$ cat config.mk
export PLATFORM = sky130hd
export DESIGN_NAME = bitboard_piece_attack_mask_core
export DESIGN_NICKNAME = d
export VERILOG_FILES = /design/src/rtl/bpam_pkg.sv /design/src/rtl/bitboard_piece_attack_mask.sv /design/src/rtl/bpam_rank_fill.sv
export SDC_FILE = /design/constraint.sdc
export NUM_CORES = 2
export LEC_CHECK = 0
export BUFFER_PORTS_ARGS = -buffer_cell sky130_fd_sc_hd__clkbuf_2
export CORE_ASPECT_RATIO = 0.6
export CORE_MARGIN = 1
export CORE_UTILIZATION = 40
export CTS_CLUSTER_DIAMETER = 80
export DETAILED_ROUTE_END_ITERATION = 8
export GPL_TIMING_DRIVEN = 0
export PLACE_DENSITY = 0.53
export SETUP_SLACK_MARGIN = 0.1
export SLEW_MARGIN = 20
export SYNTH_ARGS = -nofsm -noshare
export SYNTH_HDL_FRONTEND = slang
export SYNTH_SLANG_ARGS = --single-unit
$ cat constraint.sdc
create_clock -name i_clk -period 63.3 [get_ports i_clk]
set_input_delay 3.165 -clock i_clk [delete_from_list [all_inputs] [get_ports i_clk]]
set_output_delay 3.165 -clock i_clk [all_outputs]
set_load 0.01 [all_outputs]
$ cat src/rtl/bpam_pkg.sv
// Package for the bitboard piece attack mask core: board constants, piece codes,
// stage word types and the mask helper functions.
// No dependencies; used by every file under rtl/.
package bpam_pkg;

    localparam logic [63:0] FILE_A_BITS = 64'h0101_0101_0101_0101;
    localparam logic [63:0] FILE_H_BITS = 64'h8080_8080_8080_8080;
    localparam logic [63:0] NOT_GH_BITS = 64'h3f3f_3f3f_3f3f_3f3f;
    localparam logic [63:0] NOT_AB_BITS = 64'hfcfc_fcfc_fcfc_fcfc;

    localparam int NUM_LINES = 3;  // file, diagonal, anti-diagonal

    localparam logic [2:0] PIECE_BISHOP = 3'd2;
    localparam logic [2:0] PIECE_ROOK   = 3'd3;
    localparam logic [2:0] PIECE_QUEEN  = 3'd4;

    typedef logic [NUM_LINES-1:0][63:0] t_line_set;

    // Word held between the decode stage and the subtract stage.
    typedef struct packed {
        logic        use_diag;
        logic        use_orth;
        logic [63:0] leap;
        logic [63:0] occ;
        logic [63:0] bit_b;
        t_line_set   line;
        t_line_set   fwd;
    } t_stage1;

    // Word held between the subtract stage and the combine stage.
    typedef struct packed {
        logic        use_diag;
        logic        use_orth;
        logic [63:0] leap;
        logic [63:0] rank_att;
        t_line_set   line;
        t_line_set   fwd_sub;
        t_line_set   rev_sub;
    } t_stage2;

    function automatic logic [63:0] swap_bytes(input logic [63:0] v);
        return {v[7:0], v[15:8], v[23:16], v[31:24],
                v[39:32], v[47:40], v[55:48], v[63:56]};
    endfunction

    // Diagonal (anti clear) or anti-diagonal (anti set) through sq, sq excluded.
    function automatic logic [63:0] diag_mask(input logic [5:0] sq, input logic anti);
        logic [63:0] m;
        logic [5:0]  s_idx;
        logic        on;
        m = '0;
        for (int s = 0; s < 64; s++) begin
            s_idx = 6'(s);
            if (anti) begin
                on = ({1'b0, s_idx[5:3]} + {1'b0, s_idx[2:0]})
                  == ({1'b0, sq[5:3]} + {1'b0, sq[2:0]});
            end else begin
                on = ({1'b0, s_idx[5:3]} + {1'b0, sq[2:0]})
                  == ({1'b0, sq[5:3]} + {1'b0, s_idx[2:0]});
            end
            m[s] = on && (s_idx != sq);
        end
        return m;
    endfunction

    function automatic logic [63:0] knight_mask(input logic [63:0] b);
        return (((b << 6)  | (b >> 10)) & NOT_GH_BITS)
             | (((b << 10) | (b >> 6))  & NOT_AB_BITS)
             | (((b << 17) | (b >> 15)) & ~FILE_A_BITS)
             | (((b << 15) | (b >> 17)) & ~FILE_H_BITS);
    endfunction

    function automatic logic [63:0] king_mask(input logic [63:0] b);
        return (b << 8) | (b >> 8)
             | (((b >> 1) | (b >> 9) | (b << 7)) & ~FILE_H_BITS)
             | (((b << 1) | (b << 9) | (b >> 7)) & ~FILE_A_BITS);
    endfunction

endpackage

$ cat src/rtl/bitboard_piece_attack_mask.sv
// Top level of the bitboard piece attack mask core: three-stage pipeline with
// stream handshakes. Depends on bpam_pkg and bpam_rank_fill.
//
// Stage registers: r_s1 (decode), r_s2 (subtract) and r_out (combine), with valid
// bits r_v1 to r_v3. Throughput: one word per cycle unless the output stalls; each
// stage holds one word and moves on when the stage after it is empty or moving, so
// a stalled output fills the bubbles.
// Reset (i_rst_n low, synchronous) clears the three stage valid bits.
module bitboard_piece_attack_mask_core (
    input  logic        i_clk,
    input  logic        i_rst_n,
    input  logic        i_s_axis_tvalid,
    output logic        o_s_axis_tready,
    input  logic [71:0] i_s_axis_tdata,   // [5:0] square, [69:6] occupied, [71:70] zero
    input  logic [2:0]  i_s_axis_tuser,   // [2:0] piece_type
    output logic        o_m_axis_tvalid,
    input  logic        i_m_axis_tready,
    output logic [63:0] o_m_axis_tdata    // [63:0] attacks
);

    logic              r_v1, r_v2, r_v3;
    bpam_pkg::t_stage1 r_s1, n_s1;
    bpam_pkg::t_stage2 r_s2, n_s2;
    logic [63:0]       r_out, n_out;

    logic        adv3, rdy2, rdy1;
    logic [5:0]  sq;
    logic [63:0] occ_in;
    logic [2:0]  pt;
    logic [63:0] rank_att;

    assign adv3 = !r_v3 || i_m_axis_tready;
    assign rdy2 = !r_v2 || adv3;
    assign rdy1 = !r_v1 || rdy2;

    assign o_s_axis_tready = rdy1;
    assign o_m_axis_tvalid = r_v3;
    assign o_m_axis_tdata  = r_out;

    assign sq     = i_s_axis_tdata[5:0];
    assign occ_in = i_s_axis_tdata[69:6];
    assign pt     = i_s_axis_tuser;

    // Decode stage: square bit, line masks, masked occupancy and leaper sets.
    always_comb begin
        n_s1.bit_b    = 64'(1) << sq;
        n_s1.occ      = occ_in;
        n_s1.use_diag = (pt == bpam_pkg::PIECE_BISHOP) || (pt == bpam_pkg::PIECE_QUEEN);
        n_s1.use_orth = (pt == bpam_pkg::PIECE_ROOK) || (pt == bpam_pkg::PIECE_QUEEN);
        if (pt < bpam_pkg::PIECE_BISHOP) begin
            n_s1.leap = bpam_pkg::knight_mask(n_s1.bit_b);
        end else if (pt > bpam_pkg::PIECE_QUEEN) begin
            n_s1.leap = bpam_pkg::king_mask(n_s1.bit_b);
        end else begin
            n_s1.leap = '0;
        end
        n_s1.line[0] = n_s1.bit_b ^ (bpam_pkg::FILE_A_BITS << sq[2:0]);
        n_s1.line[1] = bpam_pkg::diag_mask(sq, 1'b0);
        n_s1.line[2] = bpam_pkg::diag_mask(sq, 1'b1);
        for (int i = 0; i < bpam_pkg::NUM_LINES; i++) begin
            n_s1.fwd[i] = occ_in & n_s1.line[i];
        end
    end

    // Subtract stage: rank fill, and forward and byte-reversed subtraction on each line.
    bpam_rank_fill u_rank_fill (
        .i_bit      (r_s1.bit_b),
        .i_occ      (r_s1.occ),
        .o_rank_att (rank_att)
    );

    always_comb begin
        n_s2.use_diag = r_s1.use_diag;
        n_s2.use_orth = r_s1.use_orth;
        n_s2.leap     = r_s1.leap;
        n_s2.rank_att = rank_att;
        n_s2.line     = r_s1.line;
        for (int i = 0; i < bpam_pkg::NUM_LINES; i++) begin
            n_s2.fwd_sub[i] = r_s1.fwd[i] - r_s1.bit_b;
            n_s2.rev_sub[i] = bpam_pkg::swap_bytes(r_s1.fwd[i])
                            - bpam_pkg::swap_bytes(r_s1.bit_b);
        end
    end

    // Combine stage: line hits merged by piece kind.
    always_comb begin
        logic [63:0] hits [bpam_pkg::NUM_LINES];
        for (int i = 0; i < bpam_pkg::NUM_LINES; i++) begin
            hits[i] = r_s2.line[i]
                    & (r_s2.fwd_sub[i] ^ bpam_pkg::swap_bytes(r_s2.rev_sub[i]));
        end
        n_out = r_s2.leap;
        if (r_s2.use_diag) begin
            n_out = n_out | hits[1] | hits[2];
        end
        if (r_s2.use_orth) begin
            n_out = n_out | hits[0] | r_s2.rank_att;
        end
    end

    always_ff @(posedge i_clk) begin
        if (!i_rst_n) begin
            r_v1 <= 1'b0;
            r_v2 <= 1'b0;
            r_v3 <= 1'b0;
        end else begin
            if (rdy1) begin
                r_v1 <= i_s_axis_tvalid;
            end
            if (rdy2) begin
                r_v2 <= r_v1;
            end
            if (adv3) begin
                r_v3 <= r_v2;
            end
        end
    end

    always_ff @(posedge i_clk) begin
        if (rdy1 && i_s_axis_tvalid) begin
            r_s1 <= n_s1;
        end
        if (rdy2 && r_v1) begin
            r_s2 <= n_s2;
        end
        if (adv3 && r_v2) begin
            r_out <= n_out;
        end
    end

    a_reset_clears: assert property (@(posedge i_clk)
        !i_rst_n |=> !r_v1 && !r_v2 && !r_v3)
        else $error("stage valid bits not cleared by reset");

    a_leap_count: assert property (@(posedge i_clk) disable iff (!i_rst_n)
        r_v1 |-> $countones(r_s1.leap) <= 8)
        else $error("leaper set has more than eight squares");

    a_leap_excl: assert property (@(posedge i_clk) disable iff (!i_rst_n)
        r_v2 && (r_s2.leap != '0) |-> !r_s2.use_diag && !r_s2.use_orth)
        else $error("leaper word also marked as slider");

    a_s2_hold: assert property (@(posedge i_clk) disable iff (!i_rst_n)
        r_v2 && !rdy2 |=> r_v2 && $stable(r_s2))
        else $error("blocked middle stage lost or changed its word");

    a_s1_hold: assert property (@(posedge i_clk) disable iff (!i_rst_n)
        r_v1 && !rdy2 |=> r_v1 && $stable(r_s1))
        else $error("blocked first stage lost or changed its word");

endmodule

$ cat src/rtl/bpam_rank_fill.sv
// Rank attacks of a slider: blocked seven-step ray fill east and west.
// Depends on bpam_pkg for the edge-file masks.
module bpam_rank_fill (
    input  logic [63:0] i_bit,
    input  logic [63:0] i_occ,
    output logic [63:0] o_rank_att
);

    logic [63:0] east;
    logic [63:0] west;

    always_comb begin
        east = (i_bit << 1) & ~bpam_pkg::FILE_A_BITS;
        west = (i_bit >> 1) & ~bpam_pkg::FILE_H_BITS;
        // Each step extends only past squares that are empty.
        for (int k = 0; k < 6; k++) begin
            east = east | (((east & ~i_occ) << 1) & ~bpam_pkg::FILE_A_BITS);
            west = west | (((west & ~i_occ) >> 1) & ~bpam_pkg::FILE_H_BITS);
        end
        o_rank_att = east | west;
    end

endmodule

==> impl_metrics.tcl <==
set metrics [dict create \
    status "finished, final reports clean" \
    tightestPinTransition_ns 1.32 \
    gr-total-overflow 0 \
    core-area_um2 168000 \
    syn_area_um2 68000 \
    netlist_instances 5786 \
    rsz0062_at_grt "no" \
    slew_headroom_pct 12.1 \
    ys.flop_type "edfxtp_1" \
    final_common_cell "edfxtp_1" \
    crit_fanout 13 \
    ir_drop_uv 22.5 \
    cts_resized 0 \
    p_switching_uw 739 \
    rows 116 \
    worstHoldPathType "reg2reg" \
    power.total_uw 2430 \
    postCtsSetupBuffers 0 \
    start_util_pct 40.5 \
    power.density_nw_per_um2 31.0 \
    arrival_ns 8.75 \
    n_fill_cell 15500 \
    fmax_mhz 123 \
    die_w_um 534 \
    gr-max-usage-layer "met1" \
    vias_per_cell 6.05 \
    dpl.hpwl_mm 239 \
    port-buffer-count 142 \
    tns_ns 0 \
    finalWirelength_mm 297 \
    gp_congestion 1.00 \
    avgSynthCellArea_um2 11.7 \
    grt_max_degree 27 \
    cts_sinks 1335 \
    final_cell_mix "edfxtp_1, a21oi_1, nor2_1" \
    setup_viol 0 \
    power_frac_seq_pct 44.8 \
    synth-edff-count 1332 \
    grt_pass1_vias 46500 \
    dr.pass1.iters 6 \
    area_growth_pct 15.1 \
    synth_seq_cells 1335 \
    grt_usage_pct 34.0 \
    layout_min_cycle_time_ns 8.10 \
    die-area_um2 172000 \
    clk_latency_ns 0.84 \
    clockBufferDepth 4 \
    syn_nets 6096 \
    fin_worst_skew_ns 0.0776 \
    clk_pin_slew_ns 0.06 \
    power.internal_uw 1690 \
    die_h_um 321 \
    critPathKind "in2reg" \
    grt_pass1_wl_mm 395 \
    post-route-period-util_pct 12.8 \
    utilization_pct 46.6 \
    async_reset_ff_share_pct 0 \
    cts_buffers 142 \
    synth_warnings 0 \
    vias 51500 \
    cts_max_level 4 \
    clkPwrFrac_pct 35.0 \
    antenna_found_initial 41 \
    cp-start-kind "input pin" \
    ant_nets 0 \
    p_leak_uw 0.0284 \
    combPwrFrac_pct 20.2 \
    nets 6463 \
    synth_sequential_area_ratio_pct 58.9 \
    grtUsageMet2_pct 41.0 \
    cts-hold-fix-buffers 0 \
    critPathRequiredTime_ns 63.95 \
    p_sw_share_pct 30.4 \
    register_area_um2 40100 \
    use_met1_pct 55.8 \
    wire_per_inst_um 34.8 \
    multiInputGateArea_um2 26200 \
    cp-end-kind "flop" \
    synth_cell_types 89 \
    drtIter0Drc 8388 \
    cap_viol_max_count 0 \
    use_met3_pct 12.2 \
    root_buffer "clkbuf_16" \
    drc_errors 0 \
    io_pins 145 \
    cts_tree "yes" \
    drive_gt1_share_pct 8.41 \
    drv_slew 0 \
    hold_viol 0 \
]
## worst max-delay path, stage by stage
cell and delay, ns:
clkbuf_2 0.18, clkbuf_1 0.32, inv_1 0.19, clkbuf_1 0.66
buf_1 0.98, ha_1 0.30, clkbuf_1 0.68, nand2_1 0.66
or3_1 0.49, a221oi_1 0.88, and2_1 0.23
## path summary, 6_finish.rpt
path,cells past startpoint,end,slack (ns),from
worst min register to register,0,r_s2[509],0.38,n_s2[509]
worst min-delay path,0,r_s2[509],0.38,n_s2[509]
worst max register to register,13,r_s2[319],57.52,r_s1[385]
worst max-delay path,11,r_s1[103],55.20,i_s_axis_tdata[5]
## through the flow
step | hold WS [ns] | instances | cell area [um^2] | setup WS (ns)
3_3_place_gp | 0.400 | 8170 | 71500 | -20.01
3_5_place_dp | 0.405 | 8251 | 73600 | 54.73
5_1_grt | 0.367 | 8498 | 78200 | 55.28
2_1_floorplan | 0.400 | 5786 | 68000 | 6.53
4_1_cts | 0.374 | 8496 | 78200 | 55.55
6_report | 0.376 | 8518 | 78200 | 55.20
## power by group through the flow
stage	sequential, uW	combinational (uW)	clock, uW
floorplan	1160	269	0
global placement	1200	457	0
detailed placement	1100	473	0
CTS	1090	475	861
global route	1090	518	893
finish	1090	492	850
## synthesized netlist by cell type (10+ instances only)
cell / number / area share [%]
a22oi_1: 21 / 0.23
and2_1: 215 / 2.0
a221oi_1: 13 / 0.17
a22o_1: 68 / 0.88
nand2_1: 398 / 2.2
inv_1: 164 / 0.91
xor2_1: 343 / 4.4
o31ai_1: 14 / 0.15
nand2b_1: 28 / 0.26
a21oi_1: 487 / 3.6
a31oi_1: 54 / 0.50
edfxtp_1: 1332 / 59
ha_1: 224 / 4.1
o21ai_1: 56 / 0.41
nor3_1: 98 / 0.72
or3_1: 20 / 0.18
xnor2_1: 259 / 3.3
o21a_1: 66 / 0.73
a221o_1: 67 / 0.99
a311oi_1: 10 / 0.13
and3_1: 51 / 0.47
nand3_1: 76 / 0.56
buf_2: 37 / 0.27
o22ai_1: 46 / 0.42
nand4_1: 82 / 0.75
a21boi_0: 14 / 0.15
clkbuf_1: 239 / 1.3
a211oi_1: 58 / 0.64
or2_2: 11 / 0.10
nor2_1: 486 / 2.7
a2111oi_0: 15 / 0.19
a21o_1: 214 / 2.4
o21bai_1: 59 / 0.65
buf_1: 21 / 0.12
nor2b_1: 36 / 0.33
o211ai_1: 24 / 0.27
nor4_1: 19 / 0.17
o21ai_0: 205 / 1.5
## layout make-up
| class | instances | area share, % |
|---|---|---|
| diodes | 22 | 0.0704 |
| plain buffers | 299 | 1.52 |
| clock buffers | 158 | 4.73 |
| clock inverters | 87 | 1.10 |
| inverters | 165 | 0.792 |
| multi-input cells | 3987 | 33.5 |
| flip-flops and latches | 1335 | 51.2 |
| well taps | 2242 | 3.59 |
| repair buffers | 223 | 3.51 |
## flip-flops by register name, summed over array words and instances, names as in the netlist
| signal | cells |
|---|---|
| o_m_axis_tvalid | 1 |
| o_m_axis_tdata | 64 |
| r_s1 | 304 |
| r_v1 | 1 |
| r_s2 | 706 |
| n_s2 | 258 |
| r_v2 | 1 |
## logic make-up (layout without fill, tap and decap cells)
kind of cell,count (synthesis),after routing,share of synthesized area [%]
compound gates,1601,1601,15.5
simple gates,1550,1550,10.8
flops,1335,1335,58.9
xor+xnor,602,602,7.76
buf+inv,464,932,2.64
fa+ha+maj,231,231,4.33
mux,3,3,0.0442
other cells,0,22,0
## metal layers
layer / part of all wire [%] / vias to the layer above
met1: 49 / 25900
li1: - / 22300
met3: 14 / 315
met2: 36 / 3018
met4: 1.8 / 4
met5: 0.011 / -
No activity file was read; power rests on OpenSTA's default activity.
